File: src/pds_pkg.sv
// pds_pkg: limits and types shared by the pll divider search pipeline
// no dependencies
`default_nettype none
package pds_pkg;
  localparam int unsigned FreqW   = 20;
  localparam int unsigned ErrW    = 17;
  localparam int unsigned InfinMin = 8000;
  localparam int unsigned InfinMax = 50000;
  localparam int unsigned VcoMin  = 500000;
  localparam int unsigned VcoMax  = 1000000;
  localparam int unsigned MultMin = 10;
  localparam int unsigned MultMax = 125;
  localparam int unsigned ErrLimit = 100000;

  // running best candidate carried along the pipeline
  typedef struct packed {
    logic            hit;
    logic [2:0]      in_div;
    logic [3:0]      out_div;
    logic [6:0]      mult;
    logic [ErrW-1:0] err;
  } best_t;
endpackage
`default_nettype wire

File: src/pds_div.sv
// pds_div: pipelined restoring divider, one quotient bit per stage
// depends on nothing but its parameters
`default_nettype none
module pds_div #(
  parameter int unsigned NumW = 24,
  parameter int unsigned DenW = 20,
  parameter int unsigned TagW = 8
) (
  input  wire logic            clk_i,
  input  wire logic            rst_ni,
  input  wire logic            en_i,
  input  wire logic            valid_i,
  input  wire logic [NumW-1:0] num_i,
  input  wire logic [DenW-1:0] den_i,
  input  wire logic [TagW-1:0] tag_i,
  output logic                 valid_o,
  output logic [NumW-1:0]      quo_o,
  output logic [TagW-1:0]      tag_o
);
  localparam int unsigned RemW = DenW + 1;
  logic [NumW:1]     v_q;
  logic [NumW-1:0]   n_q [1:NumW];
  logic [RemW-1:0]   r_q [1:NumW];
  logic [DenW-1:0]   d_q [1:NumW];
  logic [TagW-1:0]   t_q [1:NumW];

  for (genvar s = 0; s < NumW; s++) begin : g_st
    logic            v_in;
    logic [NumW-1:0] n_in;
    logic [RemW-1:0] r_in;
    logic [DenW-1:0] d_in;
    logic [TagW-1:0] t_in;
    logic [RemW:0]   sh;
    logic [RemW:0]   df;
    logic            ge;
    if (s == 0) begin : g_head
      assign v_in = valid_i;
      assign n_in = num_i;
      assign r_in = '0;
      assign d_in = den_i;
      assign t_in = tag_i;
    end else begin : g_body
      assign v_in = v_q[s];
      assign n_in = n_q[s];
      assign r_in = r_q[s];
      assign d_in = d_q[s];
      assign t_in = t_q[s];
    end
    assign sh = {r_in, n_in[NumW-1]};
    assign df = sh - {2'b00, d_in};
    assign ge = !df[RemW];
    always_ff @(posedge clk_i or negedge rst_ni) begin
      if (!rst_ni) begin
        v_q[s+1] <= 1'b0;
      end else if (en_i) begin
        v_q[s+1] <= v_in;
      end
    end
    always_ff @(posedge clk_i) begin
      if (en_i) begin
        r_q[s+1] <= ge ? df[RemW-1:0] : sh[RemW-1:0];
        n_q[s+1] <= {n_in[NumW-2:0], ge};
        d_q[s+1] <= d_in;
        t_q[s+1] <= t_in;
      end
    end
  end

  assign valid_o = v_q[NumW];
  assign quo_o   = n_q[NumW];
  assign tag_o   = t_q[NumW];
endmodule
`default_nettype wire

File: src/pds_cand.sv
// pds_cand: one candidate set (input divider i, output divider o) per request
// ref / i by reciprocal multiply, vco / infin by pipelined divider, limits, best; uses pds_pkg
`default_nettype none
module pds_cand #(
  parameter int unsigned InDiv  = 1,
  parameter int unsigned OutSh  = 0
) (
  input  wire logic                      clk_i,
  input  wire logic                      rst_ni,
  input  wire logic                      en_i,
  input  wire logic                      valid_i,
  input  wire logic [pds_pkg::FreqW-1:0] ref_i,
  input  wire logic [pds_pkg::FreqW-1:0] tgt_i,
  input  wire pds_pkg::best_t            best_i,
  output logic                           valid_o,
  output logic [pds_pkg::FreqW-1:0]      ref_o,
  output logic [pds_pkg::FreqW-1:0]      tgt_o,
  output pds_pkg::best_t                 best_o
);
  localparam int unsigned FW = pds_pkg::FreqW;
  localparam int unsigned BW = $bits(pds_pkg::best_t);
  localparam int unsigned VW = FW + 4;
  localparam int unsigned TagW = 2*FW + BW;
  // ceil(2^RecSh / i) gives the exact floor quotient for any i up to 16
  localparam int unsigned RecSh = FW + 4;
  localparam logic [RecSh:0] Recip =
    (RecSh+1)'(((64'd1 << RecSh) + 64'(InDiv) - 64'd1) / 64'(InDiv));

  // stage a: ref / i
  logic [FW+RecSh:0] ra;
  logic              va_q;
  logic [FW-1:0]     infin_q;
  logic [TagW-1:0]   ta_q;
  assign ra = (FW+RecSh+1)'(ref_i) * (FW+RecSh+1)'(Recip);

  always_ff @(posedge clk_i or negedge rst_ni) begin
    if (!rst_ni) va_q <= 1'b0;
    else if (en_i) va_q <= valid_i;
  end
  always_ff @(posedge clk_i) begin
    if (en_i) begin
      infin_q <= ra[RecSh +: FW];
      ta_q    <= {ref_i, tgt_i, best_i};
    end
  end

  logic [VW-1:0] vco;
  logic          inf_ok;
  assign vco    = {4'd0, ta_q[BW +: FW]} << OutSh;
  assign inf_ok = infin_q >= FW'(pds_pkg::InfinMin) && infin_q <= FW'(pds_pkg::InfinMax);

  // stage b: vco / infin, tag also carries infin and ok
  logic            vb;
  logic [VW-1:0]   n;
  logic [TagW+FW:0] tb;
  pds_div #(.NumW(VW), .DenW(FW), .TagW(TagW+FW+1)) u_db (
    .clk_i, .rst_ni, .en_i, .valid_i(va_q),
    .num_i(vco), .den_i(infin_q), .tag_i({inf_ok, infin_q, ta_q}),
    .valid_o(vb), .quo_o(n), .tag_o(tb)
  );

  // stage c: product infin*n
  logic             vc_q;
  logic [FW+6:0]    prod_q;
  logic             ok_q;
  logic [6:0]       n_q;
  logic [TagW-1:0]  tc_q;
  logic [VW-1:0]    vco_b;
  logic             ok_b;
  assign vco_b = {4'd0, tb[BW +: FW]} << OutSh;
  assign ok_b  = tb[TagW+FW]
                 && vco_b >= VW'(pds_pkg::VcoMin) && vco_b <= VW'(pds_pkg::VcoMax)
                 && n >= VW'(pds_pkg::MultMin) && n <= VW'(pds_pkg::MultMax);

  always_ff @(posedge clk_i or negedge rst_ni) begin
    if (!rst_ni) vc_q <= 1'b0;
    else if (en_i) vc_q <= vb;
  end
  always_ff @(posedge clk_i) begin
    if (en_i) begin
      prod_q <= (FW+7)'(tb[TagW +: FW]) * (FW+7)'(n[6:0]);
      ok_q   <= ok_b;
      n_q    <= n[6:0];
      tc_q   <= tb[TagW-1:0];
    end
  end

  // stage d: error and compare
  logic [FW+6:0]  f;
  logic [FW+7:0]  e;
  logic [FW-1:0]  tg;
  pds_pkg::best_t bin, bnew;
  assign tg  = tc_q[BW +: FW];
  assign bin = tc_q[BW-1:0];
  assign f   = prod_q >> OutSh;
  assign e   = (f > {7'd0, tg}) ? {1'b0, f - {7'd0, tg}} : {1'b0, {7'd0, tg} - f};
  always_comb begin
    bnew = bin;
    if (ok_q && e < (FW+8)'(bin.hit ? 32'(bin.err) : pds_pkg::ErrLimit)) begin
      bnew.hit     = 1'b1;
      bnew.in_div  = 3'(InDiv);
      bnew.out_div = 4'(1 << OutSh);
      bnew.mult    = n_q;
      bnew.err     = e[pds_pkg::ErrW-1:0];
    end
  end

  logic vd_q;
  always_ff @(posedge clk_i or negedge rst_ni) begin
    if (!rst_ni) vd_q <= 1'b0;
    else if (en_i) vd_q <= vc_q;
  end
  always_ff @(posedge clk_i) begin
    if (en_i) begin
      ref_o  <= tc_q[BW+FW +: FW];
      tgt_o  <= tg;
      best_o <= bnew;
    end
  end
  assign valid_o = vd_q;
endmodule
`default_nettype wire

File: config.mk
export PLATFORM = sky130hd
export DESIGN_NAME = pds_cand
export DESIGN_NICKNAME = d
export VERILOG_FILES = /design/src/pds_pkg.sv /design/src/pds_div.sv /design/src/pds_cand.sv
export SDC_FILE = /design/constraint.sdc
export NUM_CORES = 2
export LEC_CHECK = 0
export BUFFER_PORTS_ARGS = -buffer_cell sky130_fd_sc_hd__clkbuf_2
export CAP_MARGIN = 15
export CORE_ASPECT_RATIO = 1.1
export CORE_MARGIN = 2
export CORE_UTILIZATION = 25
export CTS_CLUSTER_DIAMETER = 200
export DETAILED_ROUTE_END_ITERATION = 6
export GPL_ROUTABILITY_DRIVEN = 0
export PLACE_DENSITY = 0.38
export SYNTH_ARGS = -nofsm -noshare
export SYNTH_HDL_FRONTEND = slang
export SYNTH_SLANG_ARGS = --single-unit
File: constraint.sdc
create_clock -name clk_i -period 6.6 [get_ports clk_i]
set_clock_uncertainty 0.1 [all_clocks]
set_input_delay 0.99 -clock clk_i [delete_from_list [all_inputs] [get_ports clk_i]]
set_output_delay 0.99 -clock clk_i [all_outputs]
set_load 0.02 [all_outputs]
Word level (Yosys, flattened, before mapping)
Memory sizes are Yosys's and may differ from the RTL's. Cells that the tools add are included.

Memories: 4. Bits of input ports: 76. Flip-flop bits (word level): 298. Bits in writable memories: 3792.

Memory list: u_db.t_q (depth 24, width 93, rd ports 24, clocked after memory_dff 0, wr ports 24, line pds_div.sv:25) `logic [TagW-1:0] t_q [1:NumW];`; u_db.n_q (depth 24, width 24, rd ports 24, clocked after memory_dff 0, wr ports 24, line pds_div.sv:22) `logic [NumW-1:0] n_q [1:NumW];`; u_db.r_q (depth 24, width 21, rd ports 23, clocked after memory_dff 0, wr ports 24, line pds_div.sv:23) `logic [RemW-1:0] r_q [1:NumW];`; u_db.d_q (depth 24, width 20, rd ports 23, clocked after memory_dff 0, wr ports 24, line pds_div.sv:24) `logic [DenW-1:0] d_q [1:NumW];`.

Add/sub/neg operators: 26. Multiply operators: 1. $lt $le $gt $ge: 8. Reductions and logical operators: 30. Mux-type cells: 29.

Operators by type and width (number): subtractor 22 x 20 -> 22 bit (23); two-way mux 21 bit (24); greater-than comparator 27 x 20 -> 1 bit (1); < comparator 27 x 17 -> 1 bit (1); multiplier 20 x 7 -> 27 bit (1); two-way mux 27 bit (1); subtractor 20 x 27 -> 27 bit (1); subtractor 27 x 20 -> 27 bit (1); >= comparator 24 x 4 -> 1 bit (second input constant) (1); <= comparator 24 x 7 -> 1 bit (second input constant) (1); logical NOT 1 bit (24); two-way mux 24 bit (1); subtractor 1 x 20 -> 21 bit (first input constant) (1); >= comparator 20 x 13 -> 1 bit (second input constant) (1); >= comparator 20 x 19 -> 1 bit (second input constant) (1); <= comparator 20 x 16 -> 1 bit (second input constant) (1); <= comparator 20 bit (second input constant) (1); two-way mux 17 bit (1); logical AND 1 bit (6); two-way mux 1 bit (2).

Depth between registers and ports, before layout
An unclocked memory read counts as a cell.

Depth in word-level cells: 6. Gate-level depth with buffers: 24.

Modules after synthesis
A second synthesis with hierarchy kept.

Cells, all modules: 9043. Area total of the unflattened synthesis: 157339.7 um2.

Modules (own cells, without submodules): pds_div (instances 1, area each 141913.6 um2, cells an instance 7804, seq. area each 113208.6 um2); pds_cand (instances 1, area each 15426.0 um2, cells an instance 1239, seq. area each 7612.3 um2).

Worst setup path before layout
No wires, ideal clock.

Path type: register to register. Start point: memory u_db.n_q[24][6]. End point: register prod_q[25] (netlist: f[25]), data pin. Library setup time: 0.264 ns. Required time: 6.236 ns. Cell stages (with the launch flop): 19. Arrival: 5.281 ns. Setup slack: 0.955 ns. Path through: edfxtp_1 -> clkbuf_1 -> and2_1 -> fa_1 -> fa_1 -> fa_1 -> inv_1 -> fa_1 -> inv_1 -> ha_1 -> a21o_1 -> a21oi_1 -> o21ai_0 -> a41o_1 -> o41ai_2 -> o21ai_0 -> a221o_1 -> a221oi_1 -> xnor2_1.

RTL lines: from (decl) (line pds_div.sv:22); to (signal assigned) (line pds_cand.sv:81) `prod_q <= (FW+7)'(tb[TagW +: FW]) * (FW+7)'(n[6:0]);`; to (decl) (line pds_cand.sv:64) `logic [FW+6:0] prod_q;`.

==> metrics.md <==
| Metric | Value |
|---|---|
| Status | `complete, no violations` |
| Routed Antenna Nets | `0` |
| Number of global-route vias before repair | `67200` |
| Psw | `0.0201 W` |
| Die height | `729 um` |
| CTS root buffer | `clkbuf_16` |
| CP Max Fanout | `32` |
| Die area | `484000 sq um` |
| Vias | `61500` |
| Fmax | `163 MHz` |
| Cell chain of the critical path | `inv_1 -> ha_1 -> nor3b_2 -> and3_1 -> nand3_1 -> nand2_1 -> nand3b_1 -> nor2_1 -> buf_4 -> nor4bb_1 -> a2bb2oi_1 -> xnor2_1 -> ha_1 -> a21o_1 -> a21o_1 -> a21oi_1 -> o21ai_0 -> a21o_1 -> a311oi_1 -> o221a_2 -> o211ai_4 -> buf_4 -> mux2_1` |
| Initial drt markers | `2820` |
| Sw Ratio | `31.9%` |
| Gr ovfl total | `0` |
| Routed Wire Length | `233 mm` |
| Die Width | `663 um` |
| Top FF cell, synth | `edfxtp_1` |
| Met1 Use GR | `9.45%` |
| Power Density | `453 nW/um^2` |
| Crit path DAT | `6.72 ns` |
| Vias per cell | `4.19` |
| Flop-to-flop setup slack | `0.47 ns` |
| RSZ-0062 raised after global routing | `false` |
| Cell Area, Synth | `120000 sq um` |
| Core area | `477000 sq um` |
| Cells after Synth | `7659` |
| Longest Clk Path Bufs | `4` |
| Global-route wire length before repair | `368 mm` |
| CTS tree | `yes` |
| Clk_lat worst skew | `0.98 ns` |
| Post-DP HPWL | `158 mm` |
| Hold Crit Start | `tgt_i[6]` |
| Crit-path max cell delay | `0.48 ns` |
| Hold-critical path depth | `1` |
| Busiest grt layer | `met2` |
| H-tree depth | `5` |
| Post-synthesis async set-or-reset flop share | `0.960%` |
| Comb pwr share | `32.7%` |
| Remaining DRCs | `0` |
| CP required | `7.19 ns` |
| Slowest cell on the critical path | `ha_1` |
| CP startpoint | `tc_q[51]` |
| Cts bufs inserted | `330` |
| Share of layout cells above drive strength 1 | `12.9%` |
| Leakage | `51.7 nW` |
| EDFF count, synth | `2785` |
| Initial core utilization | `25.1%` |
| Fin Hold WS | `0.145 ns` |
| Yosys reg bits | `2812` |
| Largest cells by area after synthesis | `edfxtp_1 70%, ha_1 5.8%, mux2_2 2.5%` |
| Tmin final | `6.13 ns` |
| Area leader, netlist | `edfxtp_1` |
| R2R depth | `23` |
| Critical path type | `flip-flop to flip-flop` |
| CP Capture Type | `flip-flop` |
| Total global routing track utilization | `9.46%` |
| Commonest non-fill, non-tap cell in the layout | `edfxtp_1` |
| Clock power share | `27.6%` |
| Num rows | `266` |
| Seq pwr share | `39.7%` |
| Post-synthesis area per instance | `15.6 sq um` |
| CP Launch Type | `flip-flop` |
| Most frequent cells in the layout | `2785 x edfxtp_1, 695 x inv_1, 558 x ha_1` |
| Worst slew margin | `24.7%` |
| FILL cells | `47300` |
| Post-CTS Setup Inserts | `0` |
| Pin count of the biggest net entering global routing | `171` |
| Port buffer count | `148` |
| Max-Cap Viols | `0` |
| Slew Viols, Final | `0` |
| Internal power | `0.0430 W` |
| Sequential share of the synthesized area | `70.5%` |
| Path category of the worst min-delay check | `input pin to flip-flop` |
| M3 GR Usage | `1.79%` |
| Area grow syn2layout | `16.5%` |
| Yosys warning count | `0` |
| Setup TNS | `0 ns` |
| Clock transition at path regs | `0.06 ns` |
| CTS sink count | `2812` |
| Wirelength per Cell | `15.9 um` |
| VDD IR max | `217 uV` |
| Finish-stage setup viols | `0` |
| Final Hold Violating Endpoints | `0` |
| Drt pass-1 iters | `5` |
| Post-synthesis cell type count | `90` |
| Met2 Use GR | `18.6%` |
| Worst r2r src | `tc_q[51]` |
| Final nets | `8897` |
| Ports | `149` |
| Post-synth top area share | `69.9%` |
| CP most frequent cell | `a21o_1` |
| Worst slew pin tran | `1.10 ns` |
| Period utilization | `92.9%` |
| Antenna violations before repair | `8` |
[cell families (layout without fill, tap and decap cells)]
| kind of cell | count (synthesis) | count (layout) | synth area share [%] |
|---|---|---|---|
| fa+ha+maj | 671 | 671 | 7.73 |
| compound gates | 1349 | 1349 | 7.45 |
| flops | 2812 | 2812 | 70.5 |
| xor+xnor | 384 | 384 | 2.85 |
| buf+inv | 794 | 1528 | 2.60 |
| simple gates | 1266 | 1266 | 5.14 |
| mux | 382 | 382 | 3.71 |
| other cells | 1 | 11 | 0.00314 |
[power groups by stage]
stage	sequential, W	clock, W	combinational, W
global route	0.0254	0.0190	0.0231
finish	0.0250	0.0174	0.0206
floorplan	0.0248	0	0.0157
CTS	0.0251	0.0184	0.0210
global placement	0.0254	0	0.0205
detailed placement	0.0255	0	0.0208
[area by class of cell]
class	instances	area (sq um)	area share [%]
inverters	698	2620	1.88
clock inverters	181	1640	1.18
multi-input cells	4061	32500	23.3
clock buffers	402	8590	6.17
diodes	2	5.00	0.00359
flip-flops and latches	2812	84300	60.5
well taps	6298	7880	5.66
repair buffers	247	1750	1.26
[final timing paths]
check,to
worst max-delay path,best_o[22]
worst min-delay path,ta_q[38]
worst max register to register,best_o[22]
worst min register to register,u_db.t_q[18][26]
max in group asynchronous,u_db.g_st[10].v_in
min in group asynchronous,va_q
[critical path: cells and delay by family, from the launching register on]
kind | cells | cell delay, ns
compound gates | 9 | 1.76
simple gates | 7 | 1.64
fa+ha+maj | 2 | 0.73
buf+inv | 3 | 0.63
mux | 1 | 0.40
flops | 1 | 0.38
xor+xnor | 1 | 0.18
[stage by stage]
stage | setup slack [ns] | instances | instance area (sq um) | total power (W) | utilization [%]
6_report | 0.466 | 14700 | 139000 | 0.0631 | 29.2
5_1_grt | 0.0812 | 14700 | 139000 | 0.0675 | 29.2
4_1_cts | 0.163 | 14700 | 139000 | 0.0644 | 29.2
3_5_place_dp | 0.275 | 14100 | 129000 | 0.0463 | 27.0
3_3_place_gp | 0.320 | 14100 | 129000 | 0.0459 | 27.0
2_1_floorplan | 0.955 | 7667 | 120000 | 0.0405 | -
[state kept, by name (all words and copies together) (netlist names)]
name	count
best_o	32
f	27
infin_q	20
n_q	7
ok_q	1
ref_o	20
ta_q	52
tc_q	72
tgt_o	20
u_db.d_q	437
u_db.g_st.v_in	23
u_db.n_q	470
u_db.r_q	482
u_db.t_q	1145
u_db.valid_o	1
va_q	1
valid_o	1
vc_q	1
[metal layers]
layer | vias up | part of all wire (%) | wire (um)
met2 | 949 | 55 | 128000
li1 | 29700 | - | -
met3 | 538 | 3.7 | 8550
met5 | - | 0 | 0
met1 | 30400 | 37 | 85800
met4 | 0 | 4.7 | 11000
[Yosys cell counts, types with 13 or more instances]
library cell     n
or3_1           57
mux2i_1         44
a21oi_1        335
a21boi_0        30
o31ai_1         28
o21ai_0        295
o211ai_1        15
buf_2           19
nor4_1          17
a21o_1         118
clkbuf_1        51
mux2_1          17
o22ai_1         16
nand2b_1        62
dfrtp_1         27
o21bai_1        32
xor2_1         104
xnor2_1        274
and2_1         110
ha_1           558
o31a_1          36
nor2b_1         84
a2111oi_0       13
nand4_1         27
fa_1           113
nand2_1        335
a211o_1         23
mux2_4          52
o21a_1         111
a221o_1         16
nand3_1         54
or2_2           18
mux2_2         269
inv_1          695
a211oi_1        58
and3_1          39
a31oi_1         57
nor3_1         117
edfxtp_1      2785
nor2_1         314
[repair_timing]
action                     4_1_cts  5_1_grt
resized for setup                0        1
setup endpoints to repair        0       24
hold endpoints to repair        49        0
hold buffers                    23        0
No activity file was read; power rests on OpenSTA's default activity.
